File: src/hw/rtl/qck_pkg.sv
// Types and constants shared by the quadrant chroma-key compositor.
`default_nettype none
package qck_pkg;

  localparam int unsigned COLOR_W  = 8;
  localparam int unsigned LIMITS_W = 64;
  localparam int unsigned DIM_REG_W = 12;
  localparam int unsigned MODE_W   = 3;
  localparam int unsigned CFG_ADDR_W = 3;
  localparam int unsigned CFG_DATA_W = 64;

  typedef enum logic [CFG_ADDR_W-1:0] {
    REG_RED_LIMITS    = 3'd0,
    REG_GREEN_LIMITS  = 3'd1,
    REG_BLUE_LIMITS   = 3'd2,
    REG_FRAME_WIDTH   = 3'd3,
    REG_FRAME_HEIGHT  = 3'd4,
    REG_WINDOW_MODE   = 3'd5,
    REG_WINDOW_WIDTH  = 3'd6,
    REG_WINDOW_HEIGHT = 3'd7
  } cfg_reg_t;

  localparam logic [MODE_W-1:0] MODE_FULL         = 3'd0;
  localparam logic [MODE_W-1:0] MODE_TOP_LEFT     = 3'd1;
  localparam logic [MODE_W-1:0] MODE_BOTTOM_LEFT  = 3'd2;
  localparam logic [MODE_W-1:0] MODE_TOP_RIGHT    = 3'd3;
  localparam logic [MODE_W-1:0] MODE_BOTTOM_RIGHT = 3'd4;

  localparam logic [DIM_REG_W-1:0] FRAME_WIDTH_RST   = 12'd640;
  localparam logic [DIM_REG_W-1:0] FRAME_HEIGHT_RST  = 12'd480;
  localparam logic [DIM_REG_W-1:0] WINDOW_WIDTH_RST  = 12'd320;
  localparam logic [DIM_REG_W-1:0] WINDOW_HEIGHT_RST = 12'd240;
  localparam int unsigned MIN_DIM = 2;

  typedef struct packed {
    logic [COLOR_W-1:0] src_red;
    logic [COLOR_W-1:0] src_green;
    logic [COLOR_W-1:0] src_blue;
    logic [COLOR_W-1:0] bg_red;
    logic [COLOR_W-1:0] bg_green;
    logic [COLOR_W-1:0] bg_blue;
    logic               frame_start;
  } in_item_t;

  typedef struct packed {
    logic [COLOR_W-1:0] out_red;
    logic [COLOR_W-1:0] out_green;
    logic [COLOR_W-1:0] out_blue;
    logic               keyed;
    logic               frame_end;
  } out_item_t;

  function automatic logic in_key_range(input logic [LIMITS_W-1:0] lim, input logic [1:0] q,
                                        input logic [COLOR_W-1:0] v);
    logic [COLOR_W-1:0] lo;
    logic [COLOR_W-1:0] hi;
    lo = lim[{q, 4'd0} +: COLOR_W];
    hi = lim[{q, 4'd8} +: COLOR_W];
    return (v >= lo) && (v <= hi);
  endfunction

endpackage
`default_nettype wire

File: src/hw/rtl/qck_in_if.sv
// Request channel carrying source and background pixel pairs.
`default_nettype none
interface qck_in_if;
  import qck_pkg::*;
  logic     valid;
  logic     ready;
  in_item_t data;
  modport source (output valid, output data, input ready);
  modport sink (input valid, input data, output ready);
endinterface
`default_nettype wire

File: src/hw/rtl/qck_out_if.sv
// Request channel carrying composited pixels.
`default_nettype none
interface qck_out_if;
  import qck_pkg::*;
  logic      valid;
  logic      ready;
  out_item_t data;
  modport source (output valid, output data, input ready);
  modport sink (input valid, input data, output ready);
endinterface
`default_nettype wire

File: src/hw/rtl/quadrant_chroma_key_compositor.sv
// Top level of the quadrant chroma-key compositor.
// The block takes one source/background pixel pair per clock and returns one composited
// pixel per pair, presented on out_px from the result register. The first register
// stage captures the pixel with its column/row position; the second holds the result
// after the quadrant lookup and the red/green/blue range compare. Throughput is one
// pixel per clock while out_px is not stalled; a stalled output is absorbed by the two
// stages before in_px.ready drops. Configuration is written through
// cfg_we/cfg_addr/cfg_wdata while no pixel is in flight; frame and window sizes are clamped
// to 2..MAX_DIM and to the frame, respectively.
`default_nettype none
module quadrant_chroma_key_compositor #(
  parameter int unsigned MAX_DIM = 2048
) (
  input  wire logic                           clk,
  input  wire logic                           rst_n,
  qck_in_if.sink                              in_px,
  qck_out_if.source                           out_px,
  input  wire logic                           cfg_we,
  input  wire logic [qck_pkg::CFG_ADDR_W-1:0] cfg_addr,
  input  wire logic [qck_pkg::CFG_DATA_W-1:0] cfg_wdata
);
  import qck_pkg::*;

  localparam int unsigned CNT_W = $clog2(MAX_DIM);
  localparam int unsigned DIM_W = $clog2(MAX_DIM + 1);
  localparam int unsigned CMP_W = (DIM_W > DIM_REG_W) ? DIM_W : DIM_REG_W;

  logic [LIMITS_W-1:0]  red_limits_r;
  logic [LIMITS_W-1:0]  green_limits_r;
  logic [LIMITS_W-1:0]  blue_limits_r;
  logic [DIM_REG_W-1:0] frame_width_r;
  logic [DIM_REG_W-1:0] frame_height_r;
  logic [MODE_W-1:0]    window_mode_r;
  logic [DIM_REG_W-1:0] window_width_r;
  logic [DIM_REG_W-1:0] window_height_r;

  logic [CNT_W-1:0] column_count_r;
  logic [CNT_W-1:0] row_count_r;
  logic [CNT_W-1:0] column_count_nxt;
  logic [CNT_W-1:0] row_count_nxt;

  logic             s1_valid_r;
  in_item_t         s1_item_r;
  logic [CNT_W-1:0] s1_x_r;
  logic [CNT_W-1:0] s1_y_r;
  logic             s1_last_r;
  logic             s1_ready;

  logic      out_valid_r;
  out_item_t out_item_r;
  out_item_t out_item_nxt;

  logic [CMP_W-1:0] fw_c;
  logic [CMP_W-1:0] fh_c;
  logic [CMP_W-1:0] aw_c;
  logic [CMP_W-1:0] ah_c;
  logic [DIM_W-1:0] fw;
  logic [DIM_W-1:0] fh;
  logic [DIM_W-1:0] aw;
  logic [DIM_W-1:0] ah;
  logic [DIM_W-1:0] offx;
  logic [DIM_W-1:0] offy;
  logic [MODE_W-1:0] mode;
  logic             windowed;

  logic             in_fire;
  logic [CNT_W-1:0] x0;
  logic [CNT_W-1:0] y0;
  logic             col_end;
  logic             row_end;

  logic [DIM_W-1:0] x1;
  logic [DIM_W-1:0] y1;
  logic [DIM_W-1:0] lx;
  logic [DIM_W-1:0] ly;
  logic             in_window;
  logic [1:0]       quad;
  logic             keyed;

  // configuration registers
  always_ff @(posedge clk) begin
    if (!rst_n) begin
      red_limits_r    <= '0;
      green_limits_r  <= '0;
      blue_limits_r   <= '0;
      frame_width_r   <= FRAME_WIDTH_RST;
      frame_height_r  <= FRAME_HEIGHT_RST;
      window_mode_r   <= MODE_FULL;
      window_width_r  <= WINDOW_WIDTH_RST;
      window_height_r <= WINDOW_HEIGHT_RST;
    end else if (cfg_we) begin
      unique case (cfg_reg_t'(cfg_addr))
        REG_RED_LIMITS:    red_limits_r    <= cfg_wdata;
        REG_GREEN_LIMITS:  green_limits_r  <= cfg_wdata;
        REG_BLUE_LIMITS:   blue_limits_r   <= cfg_wdata;
        REG_FRAME_WIDTH:   frame_width_r   <= cfg_wdata[DIM_REG_W-1:0];
        REG_FRAME_HEIGHT:  frame_height_r  <= cfg_wdata[DIM_REG_W-1:0];
        REG_WINDOW_MODE:   window_mode_r   <= cfg_wdata[MODE_W-1:0];
        REG_WINDOW_WIDTH:  window_width_r  <= cfg_wdata[DIM_REG_W-1:0];
        REG_WINDOW_HEIGHT: window_height_r <= cfg_wdata[DIM_REG_W-1:0];
        default: ;
      endcase
    end
  end

  // effective frame and window geometry
  always_comb begin
    fw_c = CMP_W'(frame_width_r);
    if (fw_c < CMP_W'(MIN_DIM)) fw_c = CMP_W'(MIN_DIM);
    if (fw_c > CMP_W'(MAX_DIM)) fw_c = CMP_W'(MAX_DIM);
    fh_c = CMP_W'(frame_height_r);
    if (fh_c < CMP_W'(MIN_DIM)) fh_c = CMP_W'(MIN_DIM);
    if (fh_c > CMP_W'(MAX_DIM)) fh_c = CMP_W'(MAX_DIM);
    fw = DIM_W'(fw_c);
    fh = DIM_W'(fh_c);

    mode = (window_mode_r > MODE_BOTTOM_RIGHT) ? MODE_FULL : window_mode_r;
    windowed = (mode != MODE_FULL);

    aw_c = CMP_W'(window_width_r);
    if (aw_c < CMP_W'(MIN_DIM)) aw_c = CMP_W'(MIN_DIM);
    if (aw_c > fw_c) aw_c = fw_c;
    ah_c = CMP_W'(window_height_r);
    if (ah_c < CMP_W'(MIN_DIM)) ah_c = CMP_W'(MIN_DIM);
    if (ah_c > fh_c) ah_c = fh_c;

    aw   = windowed ? DIM_W'(aw_c) : fw;
    ah   = windowed ? DIM_W'(ah_c) : fh;
    offx = (mode == MODE_TOP_RIGHT || mode == MODE_BOTTOM_RIGHT) ? (fw - aw) : '0;
    offy = (mode == MODE_BOTTOM_LEFT || mode == MODE_BOTTOM_RIGHT) ? (fh - ah) : '0;
  end

  // position counters
  assign s1_ready     = !out_valid_r || out_px.ready;
  assign in_px.ready  = !s1_valid_r || s1_ready;
  assign in_fire      = in_px.valid && in_px.ready;

  always_comb begin
    x0 = in_px.data.frame_start ? '0 : column_count_r;
    y0 = in_px.data.frame_start ? '0 : row_count_r;
    col_end = DIM_W'(x0) >= (fw - DIM_W'(1));
    row_end = DIM_W'(y0) >= (fh - DIM_W'(1));
    column_count_nxt = col_end ? '0 : (x0 + CNT_W'(1));
    row_count_nxt    = col_end ? (row_end ? '0 : (y0 + CNT_W'(1))) : y0;
  end

  always_ff @(posedge clk) begin
    if (!rst_n) begin
      column_count_r <= '0;
      row_count_r    <= '0;
    end else if (in_fire) begin
      column_count_r <= column_count_nxt;
      row_count_r    <= row_count_nxt;
    end
  end

  // pixel capture stage
  always_ff @(posedge clk) begin
    if (!rst_n) begin
      s1_valid_r <= 1'b0;
    end else if (in_px.ready) begin
      s1_valid_r <= in_px.valid;
    end
  end

  always_ff @(posedge clk) begin
    if (in_fire) begin
      s1_item_r <= in_px.data;
      s1_x_r    <= x0;
      s1_y_r    <= y0;
      s1_last_r <= col_end && row_end;
    end
  end

  // quadrant lookup and range compare
  always_comb begin
    x1 = DIM_W'(s1_x_r);
    y1 = DIM_W'(s1_y_r);
    in_window = (x1 >= offx) && (y1 >= offy);
    lx = in_window ? (x1 - offx) : '0;
    ly = in_window ? (y1 - offy) : '0;
    if (windowed && (lx >= aw || ly >= ah)) in_window = 1'b0;
    quad = {ly >= (ah >> 1), lx >= (aw >> 1)};
    keyed = !in_window ||
            (in_key_range(red_limits_r, quad, s1_item_r.src_red) &&
             in_key_range(green_limits_r, quad, s1_item_r.src_green) &&
             in_key_range(blue_limits_r, quad, s1_item_r.src_blue));
    out_item_nxt.out_red   = keyed ? s1_item_r.bg_red : s1_item_r.src_red;
    out_item_nxt.out_green = keyed ? s1_item_r.bg_green : s1_item_r.src_green;
    out_item_nxt.out_blue  = keyed ? s1_item_r.bg_blue : s1_item_r.src_blue;
    out_item_nxt.keyed     = keyed;
    out_item_nxt.frame_end = s1_last_r;
  end

  // result register
  always_ff @(posedge clk) begin
    if (!rst_n) begin
      out_valid_r <= 1'b0;
    end else if (s1_ready) begin
      out_valid_r <= s1_valid_r;
    end
  end

  always_ff @(posedge clk) begin
    if (s1_ready && s1_valid_r) begin
      out_item_r <= out_item_nxt;
    end
  end

  assign out_px.valid = out_valid_r;
  assign out_px.data  = out_item_r;

endmodule
`default_nettype wire

File: src/flat_wrapper.sv
// flat-port wrapper written by rule: the top's interface ports become plain ports
module quadrant_chroma_key_compositor_flat import qck_pkg::*;
#(
  parameter int unsigned MAX_DIM = 2048
)
  (clk, rst_n, cfg_we, cfg_addr, cfg_wdata, in_px_valid, in_px_data, in_px_ready, out_px_valid, out_px_data, out_px_ready);
  qck_in_if in_px_i ();
  qck_out_if out_px_i ();
  input  wire logic clk;
  input  wire logic rst_n;
  input  wire logic cfg_we;
  input  wire logic [qck_pkg::CFG_ADDR_W-1:0] cfg_addr;
  input  wire logic [qck_pkg::CFG_DATA_W-1:0] cfg_wdata;
  input wire logic [$bits(in_px_i.valid)-1:0] in_px_valid;
  input wire logic [$bits(in_px_i.data)-1:0] in_px_data;
  output wire logic [$bits(in_px_i.ready)-1:0] in_px_ready;
  output wire logic [$bits(out_px_i.valid)-1:0] out_px_valid;
  output wire logic [$bits(out_px_i.data)-1:0] out_px_data;
  input wire logic [$bits(out_px_i.ready)-1:0] out_px_ready;
  assign in_px_i.valid = in_px_valid;
  assign in_px_i.data = in_px_data;
  assign in_px_ready = in_px_i.ready;
  assign out_px_valid = out_px_i.valid;
  assign out_px_data = out_px_i.data;
  assign out_px_i.ready = out_px_ready;
  quadrant_chroma_key_compositor #(.MAX_DIM(MAX_DIM)) u_core (.clk(clk), .rst_n(rst_n), .in_px(in_px_i), .out_px(out_px_i), .cfg_we(cfg_we), .cfg_addr(cfg_addr), .cfg_wdata(cfg_wdata));
endmodule
File: config.mk
export PLATFORM = sky130hd
export DESIGN_NAME = quadrant_chroma_key_compositor_flat
export DESIGN_NICKNAME = d
export VERILOG_FILES = /design/src/hw/rtl/qck_pkg.sv /design/src/hw/rtl/qck_in_if.sv /design/src/hw/rtl/qck_out_if.sv /design/src/hw/rtl/quadrant_chroma_key_compositor.sv /design/src/flat_wrapper.sv
export SDC_FILE = /design/constraint.sdc
export NUM_CORES = 1
export LEC_CHECK = 0
export BUFFER_PORTS_ARGS = -buffer_cell sky130_fd_sc_hd__clkbuf_2
export CAP_MARGIN = 30
export CORE_ASPECT_RATIO = 1.25
export CORE_MARGIN = 2
export CORE_UTILIZATION = 39
export CTS_BUF_LIST = sky130_fd_sc_hd__clkbuf_4 sky130_fd_sc_hd__clkbuf_8
export DETAILED_ROUTE_END_ITERATION = 8
export MAX_ROUTING_LAYER = met4
export SETUP_SLACK_MARGIN = 0.1
export SYNTH_ARGS = -nofsm -noshare
export SYNTH_HDL_FRONTEND = slang
export SYNTH_SLANG_ARGS = --single-unit
File: constraint.sdc
create_clock -name clk -period 15.59 [get_ports clk]
set_clock_uncertainty 0.05 [all_clocks]
set_input_delay 3.8975 -clock clk [delete_from_list [all_inputs] [get_ports clk]]
set_output_delay 3.8975 -clock clk [all_outputs]
set_load 0.005 [all_outputs]
==> impl_metrics.yaml, run 1 <==
synth:
  seq_area_frac_synth_pct: 39.2
  synthSimpleGateAreaFrac_pct: 17.5
  syn_nets: 2650
  synthFlopType: "dfxtp_1"
  synth_fa_ha_area_share_pct: 11.5
  synth-seq-cells: 364
  synth_area_mm2: 0.0211
  synthCells: 2339
  synth_top_family_by_area: "simple AND/OR/NAND/NOR gates"
  synth_xor_area_share_pct: 2.20
  synthTopCellsByArea: "dfxtp_1 (25%), edfxtp_1 (14%), ha_1 (11%)"
  synth_top_area_cell: "dfxtp_1"
  avgSynthCellArea_um2: 9.01
  synth_warnings: 0
  synth_compound_area_share_pct: 16.7
  synthArstFlopShare_pct: 0
  synth.area.mux_share_pct: 9.20
  synth_top_area_share_pct: 25.4
  synth_cell_types: 69
  synth-edff-count: 97
timing:
  timing.final.crit_share_pct: 88.6
  setup_viol: 0
  hold_viol: 0
  min_period_ns: 13.82
  max_freq_mhz: 72.4
  setup_tns_ns: 0
  rsz0062_at_grt: "no"
  max_slew_margin_pct: 29.3
  tightest_slew_ns: 1.06
  finalMaxSlewViolations: 0
cts:
  hold_buffers: 0
  clk_pin_slew_ns: 0.07
  clockBufferDepth: 3
  cts_repair_resize_count: 0
  cts_sinks: 364
  postCtsSetupBuffers: 0
  cts_tree: "done"
  clock_latency_ns: 0.67
  cts_root_buf: "clkbuf_8"
  cts_buffers: 66
  htree_levels: 3
grt:
  grt_pass1_vias: 17200
  antenna_found_initial: 1
  grt_pass1_wl_mm: 97.2
  grt_max_degree: 116
  grt.total_usage_pct: 23.2
  grt_overflow: 0
worst_hold_path:
  min_path_type: "flip-flop to flip-flop"
  hold_depth: 0
pwr:
  switchingPower_w: 0.000716
  power_w: 0.00242
  pwr-share-clk_pct: 38.9
  leakage_nw: 9.26
  power.density_mw_per_mm2: 102
  internal_power_w: 0.00171
  p_sw_share_pct: 29.5
  ir_worst_vdd_v: 0.0000748
  pwr-share-seq_pct: 42.2
  pwr-share-comb_pct: 18.9
job:
  maxCapViolCount: 0
worst_setup_path:
  reg2reg_to: "u_core.out_px.data[3]$_DFFE_PP_"
  critPathKind: "flip-flop to flip-flop"
  r2r_cells: 52
  startpoint_type: "flip-flop"
  r2r-start: "u_core.frame_width_r[3]$_SDFFE_PN0P_"
  cp-startpoint: "u_core.frame_width_r[3]$_SDFFE_PN0P_"
  crit_path_max_incr_delay_ns: 0.89
  cp_slowest_cell: "o21a_2"
  ff2ff_setup_slack_ns: 1.77
  crit_path_end: "u_core.out_px.data[3]$_DFFE_PP_"
  end_kind: "flip-flop"
  critPathRequiredTime_ns: 15.93
  crit_arrival_ns: 14.16
  critPathMostFrequentCell: "a21oi_1"
  critical_path.max_fanout: 29
detailed_routing:
  drt_iter0_markers: 901
  wl_per_cell_um: 19.5
  routed-via-count: 17000
  ant_nets: 0
  drc_errors: 0
  drt_pass1_iterations: 5
  routed_wl_mm: 62.7
  post_drt_via_cell_ratio: 5.30
floorplan:
  die_area_mm2: 0.0559
  initial_core_util_pct: 39.3
  die_w_um: 212
  rows: 95
  die_h_um: 264
  pin_count: 149
  fp.coreArea_mm2: 0.0536
final_layout:
  fin_nets: 2748
  area_delta_synth_final_pct: 12.6
  layout-drive-gt1-share_pct: 15.0
placed_design:
  hpwl_mm: 46.0
  io_buffers: 148
  gp_congestion: 0.895
outcome:
  outcome: "finished, final reports clean"
## worst min-delay path by stage
stage                               start  slack (ns)                               to
2_1_floorplan  u_core.s1_last_r$_DFFE_PP_        0.35  u_core.out_px.data[0]$_DFFE_PP_
3_3_place_gp   u_core.s1_last_r$_DFFE_PP_        0.36  u_core.out_px.data[0]$_DFFE_PP_
3_5_place_dp   u_core.s1_last_r$_DFFE_PP_        0.37  u_core.out_px.data[0]$_DFFE_PP_
4_1_cts        u_core.s1_last_r$_DFFE_PP_        0.38  u_core.out_px.data[0]$_DFFE_PP_
5_1_grt        u_core.s1_last_r$_DFFE_PP_        0.38  u_core.out_px.data[0]$_DFFE_PP_
6_report       u_core.s1_last_r$_DFFE_PP_        0.37  u_core.out_px.data[0]$_DFFE_PP_
## critical path, delay by kind of cell (launching register included)
family,cells,cell delay (ns)
AO/OA/AOI/OAI,26,7.04
AND/OR/NAND/NOR,13,2.77
adder cells (fa/ha/maj),6,1.86
multiplexers,3,0.80
buffers and inverters,3,0.47
flip-flops,1,0.35
XOR/XNOR,1,0.14
## synthesized netlist by cell type, drive strengths merged, types with 3 or more instances
cell,number
a21boi,239
a22oi,3
and3,5
clkbuf,118
a21o,37
nand3,52
nor3b,3
o22ai,3
buf,17
fa,4
edfxtp,97
nand4,13
or4,4
xnor2,34
nor3,27
nor4,11
mux2i,115
a21oi,82
xor2,19
a31oi,5
and4,4
dfxtp,267
mux2,66
o21ai,61
nor2b,63
inv,56
a2111oi,5
a211oi,13
o21bai,7
o211ai,12
o21a,20
ha,186
nor2,69
nand2b,20
or2,5
o2111ai,3
nand2,566
## sequential cells by signal (all words and copies together) (netlist names)
register                count
u_core.frame_height_r      12
u_core.blue_limits_r       64
u_core.s1_y_r              11
u_core.s1_item_r           48
u_core.s1_x_r              11
u_core.column_count_r      11
u_core.row_count_r         11
u_core.green_limits_r      64
u_core.window_mode_r        3
u_core.out_px.data         26
u_core.s1_last_r            1
u_core.out_px.valid         1
u_core.window_height_r     12
u_core.red_limits_r        64
u_core.s1_valid_r           1
u_core.frame_width_r       12
u_core.window_width_r      12
## kinds of logic (layout without fill, tap and decap cells)
logic type	after synthesis	after routing
flip-flops	364	364
buffers and inverters	192	340
multiplexers	183	183
other	0	1
adder cells (fa/ha/maj)	191	191
AO/OA/AOI/OAI	504	504
XOR/XNOR	53	53
AND/OR/NAND/NOR	852	852
## cell usage in the layout (no fill, tap or decap), types with 19 or more instances in the layout
cell type	instances
a21boi_0	238
edfxtp_1	97
a21o_1	37
mux2_2	66
xnor2_1	34
nor2_1	68
nand3_1	51
o21ai_0	58
nand2_1	564
inv_1	55
clkbuf_4	25
nand2b_1	20
ha_1	186
clkbuf_2	147
clkbuf_8	76
xor2_1	19
nor2b_1	62
dfxtp_1	267
nor3_1	23
a21oi_1	81
mux2i_1	115
o21a_1	19
## power by group through the flow
stage | Sequential [W] | Combinational (W) | Clock [W]
after floorplan | 0.00103 | 0.000341 | 0
after global placement | 0.00104 | 0.000449 | 0
after detailed placement | 0.00104 | 0.000458 | 0
after CTS | 0.00102 | 0.000460 | 0.000965
after global routing | 0.00102 | 0.000502 | 0.00101
final | 0.00102 | 0.000459 | 0.000943
## cell type report
| cell class | instances | area [um^2] |
|---|---|---|
| fillers | 5277 | 29900 |
| flip-flops and latches | 364 | 8260 |
| well taps | 727 | 910 |
| multi-input cells | 1783 | 12100 |
| repair buffers | 165 | 920 |
| clock inverters | 17 | 121 |
| clock buffers | 101 | 1230 |
| diodes | 1 | 2.50 |
| inverters | 57 | 215 |
## through the flow
stage | instances | hold WS, ns | setup slack [ns] | utilization, % | area, um^2
after floorplan | 2339 | 0.350 | 4.14 | - | 21100
after detailed placement | 3095 | 0.372 | 1.93 | 41.7 | 22300
after CTS | 3213 | 0.377 | 1.79 | 44.2 | 23700
after global routing | 3215 | 0.379 | 0.314 | 44.3 | 23700
after global placement | 3094 | 0.358 | 2.21 | 41.7 | 22300
final | 3215 | 0.370 | 1.77 | 44.3 | 23700
## layer usage
layer	up-vias	track usage [%]	part of all wire [%]
met1	8130	26.9	42
met3	124	3.07	4.1
met2	425	40.7	51
met5	-	-	0
li1	8348	-	-
met4	0	8.58	3.1
Note: power is estimated with default switching activity, not from simulation.
==> inputs of run 2 (changes only) <==
CTS_BUF_LIST = unset   (was sky130_fd_sc_hd__clkbuf_4 sky130_fd_sc_hd__clkbuf_8)
==> run 2 against run 1 <==
Net effect: setup slack improved by 0.023 ns; via count decreased by 1.5%; global-route usage decreased by 0.16 points; clock power up 0.6%; total power is 0.23% higher; register-to-register slack improved by 0.02 ns; fmax rose by 0.17%; sequential share of layout area increased by 0.086 points; final cell count shrank 1.3%; non-clock buffer count did not move; critical endpoint is now u_core.out_px.data[23]$_DFFE_PP_; largest power group unchanged; highest routed layer unchanged.
==> impl_metrics.yaml, run 2 (synthesis results as in run 1) <==
worst_setup_path:
  crit_arrival_ns: 14.06
  cp_slowest_cell: "o21a_2"
  end_kind: "flip-flop"
  critical_path.max_fanout: 29
  critPathKind: "flip-flop to flip-flop"
  critPathMostFrequentCell: "a21oi_1"
  crit_path_max_incr_delay_ns: 0.90
  critPathRequiredTime_ns: 15.85
  startpoint_type: "flip-flop"
final_layout:
  area_delta_synth_final_pct: 12.3
  layout-drive-gt1-share_pct: 12.9
  fin_nets: 2722
  mostFrequentLayoutCell: "nand2_1"
  seqCellArea_mm2: 0.00826
  fin_cells: 3172
  top_regs: "u_core.blue_limits_r x64, u_core.green_limits_r x64, u_core.red_limits_r x64"
  multiInputGateArea_mm2: 0.0121
  fillerInstances: 5275
  final_cell_mix: "nand2_1 (564), dfxtp_1 (267), a21boi_0 (238), ha_1 (186), clkbuf_2 (147)"
grt:
  grt_pass1_wl_mm: 96.6
  grt.total_usage_pct: 23.1
  grt_max_degree: 116
  grt_overflow: 0
  grt_pass1_vias: 17000
  antenna_found_initial: 1
floorplan:
  die_w_um: 212
  fp.coreArea_mm2: 0.0536
  pin_count: 149
  die_area_mm2: 0.0559
  initial_core_util_pct: 39.3
  rows: 95
  die_h_um: 264
pwr:
  switchingPower_w: 0.000687
  ir_worst_vdd_v: 0.000133
  internal_power_w: 0.00174
  pwr-share-comb_pct: 18.9
  p_sw_share_pct: 28.3
  pwr-share-clk_pct: 39.1
  pwr-share-seq_pct: 42.1
  power.density_mw_per_mm2: 103
  leakage_nw: 9.16
  power_w: 0.00243
cts:
  cts_sinks: 364
  clk_pin_slew_ns: 0.06
  cts_tree: "done"
  cts_root_buf: "clkbuf_16"
  postCtsSetupBuffers: 0
  clock_latency_ns: 0.57
  clockBufferDepth: 3
  hold_buffers: 0
  cts_repair_resize_count: 0
  htree_levels: 2
  cts_buffers: 40
detailed_routing:
  drt_iter0_markers: 910
  routed_wl_mm: 62.4
  drt_pass1_iterations: 5
  ant_nets: 0
  drc_errors: 0
  routed-via-count: 16800
  post_drt_via_cell_ratio: 5.29
  wl_per_cell_um: 19.7
timing:
  tightest_slew_ns: 1.06
  timing.final.crit_share_pct: 88.5
  max_freq_mhz: 72.5
  max_slew_margin_pct: 29.0
  hold_viol: 0
  rsz0062_at_grt: "no"
  setup_tns_ns: 0
  finalMaxSlewViolations: 0
  setup_viol: 0
  min_period_ns: 13.79
job:
  maxCapViolCount: 0
worst_hold_path:
  min_path_type: "flip-flop to flip-flop"
placed_design:
  placed_cells: 3095
  gp_congestion: 0.895
  io_buffers: 148
  hpwl_mm: 46.0
outcome:
  outcome: "finished, final reports clean"
-- run 2: metrics by stage --
| step | worst slack [ns] | hold WS, ns | util, % | cell area, um^2 |
|---|---|---|---|---|
| after floorplan | 4.14 | 0.350 | - | 21100 |
| after global placement | 2.21 | 0.358 | 41.7 | 22300 |
| final | 1.80 | 0.378 | 44.2 | 23700 |
| after detailed placement | 1.93 | 0.372 | 41.7 | 22300 |
| after CTS | 1.81 | 0.386 | 44.1 | 23600 |
| after global routing | 0.327 | 0.396 | 44.2 | 23700 |
-- run 2: final cells by class --
cell class	count	area share, %
Multi-Input combinational cell	1783	51.0
Sequential cell	364	34.9
Inverter	57	0.909
Clock buffer	57	4.84
Antenna cell	3	0.0317
Clock inverter	16	0.613
Tap cell	727	3.84
Timing Repair Buffer	165	3.88
-- run 2: routing by layer --
layer  wire [um]  vias up  global-route usage (%)
met5           0        -                       -
met4        2540        0                    8.77
met3        2650      131                    3.14
met2       31300      417                    39.8
met1       26000     7942                    27.1
li1            -     8289                       -
-- run 2: final timing paths --
path | startpoint | to | slack (ns) | cells after the start
worst max-delay path | u_core.frame_width_r[3]$_SDFFE_PN0P_ | u_core.out_px.data[23]$_DFFE_PP_ | 1.80 | 52
worst min-delay path | u_core.s1_last_r$_DFFE_PP_ | u_core.out_px.data[0]$_DFFE_PP_ | 0.38 | 0
worst max register to register | u_core.frame_width_r[3]$_SDFFE_PN0P_ | u_core.out_px.data[23]$_DFFE_PP_ | 1.80 | 52
worst min register to register | u_core.s1_last_r$_DFFE_PP_ | u_core.out_px.data[0]$_DFFE_PP_ | 0.38 | 0
-- run 2: power groups by stage --
stage	Combinational, W	Sequential, W	Clock [W]
floorplan	0.000341	0.00103	0
global placement	0.000449	0.00104	0
detailed placement	0.000458	0.00104	0
CTS	0.000460	0.00102	0.000972
global route	0.000503	0.00102	0.00101
finish	0.000459	0.00102	0.000949
-- run 2: critical path, delay by kind of cell, from the launching register on --
kind / cells / cell delay, ns
adder cells (fa/ha/maj): 6 / 1.85
AO/OA/AOI/OAI: 26 / 7.08
buffers and inverters: 3 / 0.47
XOR/XNOR: 1 / 0.14
multiplexers: 3 / 0.80
flip-flops: 1 / 0.35
AND/OR/NAND/NOR: 13 / 2.77
==> inputs of run 3 (changes only) <==
ABC_AREA = 1   (was unset)
CORE_UTILIZATION = 45   (was 39)
==> run 3 against run 2 <==
Net effect: sequential power is essentially flat; clock power shrank 1%; critical path depth grew 24; critical path type unchanged; count of clock-buffer cells in the layout grew 4; design area shrank 2.6%; routed wire length grew 3.7%; register-to-register slack gained 0.78 ns; combinational power grew 90%; setup slack gained 0.78 ns.
==> impl_metrics.yaml, run 3 <==
worst_setup_path:
  critical_path.max_fanout: 67
  crit_arrival_ns: 13.25
  crit_path_max_incr_delay_ns: 0.66
  end_kind: "flip-flop"
  critPathRequiredTime_ns: 15.83
  startpoint_type: "flip-flop"
  critPathMostFrequentCell: "nand2_1"
  cp_slowest_cell: "buf_4"
  critPathKind: "flip-flop to flip-flop"
timing:
  setup_viol: 0
  finalMaxSlewViolations: 0
  max_slew_margin_pct: 42.8
  setup_tns_ns: 0
  timing.final.crit_share_pct: 83.5
  tightest_slew_ns: 0.857
  rsz0062_at_grt: "no"
  max_freq_mhz: 76.9
  hold_viol: 0
  min_period_ns: 13.01
synth:
  synthCells: 2810
  synth_area_mm2: 0.0208
  synth_top_area_share_pct: 25.7
  avgSynthCellArea_um2: 7.39
  synth-edff-count: 97
  synth_warnings: 0
  synth-seq-cells: 364
  synth_most_common_cell: "nor2_1"
  synthTopCellsByArea: "dfxtp_1 (26%), edfxtp_1 (14%), ha_1 (11%)"
  synthFlopType: "dfxtp_1"
  synth_top_area_cell: "dfxtp_1"
  syn_nets: 3121
  seq_area_frac_synth_pct: 39.8
  synthArstFlopShare_pct: 0
  synthTopCellsByCount: "nor2_1 (503), nand2_1 (441), o21ai_0 (310)"
  synth_cell_types: 55
detailed_routing:
  routed_wl_mm: 64.8
  post_drt_via_cell_ratio: 5.45
  routed-via-count: 19000
  drt_pass1_iterations: 6
  wl_per_cell_um: 18.6
  ant_nets: 0
  drt_iter0_markers: 1223
  drc_errors: 0
floorplan:
  fp.coreArea_mm2: 0.0458
  die_w_um: 196
  pin_count: 149
  die_area_mm2: 0.0479
  die_h_um: 244
  rows: 88
  initial_core_util_pct: 45.3
placed_design:
  hpwl_mm: 46.8
  gp_congestion: 0.938
  placement.cell_area_mm2: 0.0218
  io_buffers: 148
cts:
  clockBufferDepth: 3
  cts_sinks: 364
  cts_tree: "done"
  cts_buffers: 40
  cts_repair_resize_count: 0
  cts_root_buf: "clkbuf_16"
  htree_levels: 2
  postCtsSetupBuffers: 0
  hold_buffers: 0
  clock_latency_ns: 0.57
  clk_pin_slew_ns: 0.07
pwr:
  leakage_nw: 10.6
  ir_worst_vdd_v: 0.0000850
  power.density_mw_per_mm2: 124
grt:
  grt.total_usage_pct: 27.7
  grt_pass1_wl_mm: 101
  grt_pass1_vias: 18500
  grt_max_degree: 108
  grt_overflow: 0
  antenna_found_initial: 1
final_layout:
  top_regs: "u_core.blue_limits_r x64, u_core.green_limits_r x64, u_core.red_limits_r x64"
  area_delta_synth_final_pct: 11.1
  final_util_pct: 50.4
  mostFrequentLayoutCell: "nor2_1"
  final_area_mm2: 0.0231
  layout-drive-gt1-share_pct: 9.08
  final_cell_mix: "nor2_1 (500), nand2_1 (441), o21ai_0 (310), nand3_1 (268), dfxtp_1 (267)"
  fin_nets: 3175
worst_hold_path:
  min_path_type: "flip-flop to flip-flop"
job:
  maxCapViolCount: 0
outcome:
  outcome: "finished, final reports clean"
-- run 3: cell type report --
type                            count  area, um^2
Clock inverter                     12         104
Fill cell                        4575       22700
Tap cell                          585         732
Multi-Input combinational cell   2050       11000
Inverter                          241         906
Timing Repair Buffer              167         910
Antenna cell                        2        5.00
Clock buffer                       61        1180
Sequential cell                   364        8260
-- run 3: stage by stage --
stage	total power, W	cells	hold slack (ns)	worst slack, ns
after floorplan	0.00166	2810	0.350	5.59
after global placement	0.00191	3406	0.357	3.04
after detailed placement	0.00193	3407	0.376	2.71
after CTS	0.00287	3480	0.371	2.65
final	0.00285	3482	0.368	2.58
after global routing	0.00301	3481	0.386	1.19
-- run 3: critical path, delay by kind of cell (launching register included) --
kind                     cells  cell delay, ns
AND/OR/NAND/NOR             41            5.55
AO/OA/AOI/OAI               21            3.27
adder cells (fa/ha/maj)      6            1.92
flip-flops                   1            0.30
buffers and inverters        8            1.50
-- run 3: per-layer routing --
metal	track usage, %	vias up	routed length, um
met5	-	-	0
met4	14.6	0	3670
met3	3.37	160	2720
met2	48.3	508	32500
met1	31.0	8851	25900
li1	-	9473	-
-- run 3: path summary, 6_finish.rpt --
path	from	to	slack (ns)	cells after the start
worst min register to register	u_core.s1_last_r$_DFFE_PP_	u_core.out_px.data[0]$_DFFE_PP_	0.37	0
worst max-delay path	u_core.frame_height_r[5]$_SDFFE_PN1P_	u_core.out_px.data[10]$_DFFE_PP_	2.58	76
worst min-delay path	u_core.s1_last_r$_DFFE_PP_	u_core.out_px.data[0]$_DFFE_PP_	0.37	0
worst max register to register	u_core.frame_height_r[5]$_SDFFE_PN1P_	u_core.out_px.data[10]$_DFFE_PP_	2.58	76
-- run 3: cells by family after synthesis --
| group | synth area share [%] |
|---|---|
| AOI/OAI and AO/OA | 13.9 |
| xor gates and xnor gates | 1.27 |
| adders and majority gates | 11.6 |
| buffers and inverters | 7.50 |
| DFF | 39.8 |
| and+or+nand+nor | 26.0 |
-- run 3: power by group --
group | internal [W] | leakage [nW] | switching (W)
logic | 0.000274 | 6.85 | 0.000597
clock network | 0.000542 | 0.635 | 0.000393
registers | 0.00102 | 3.12 | 0.0000247
total | 0.00183 | 10.6 | 0.00102
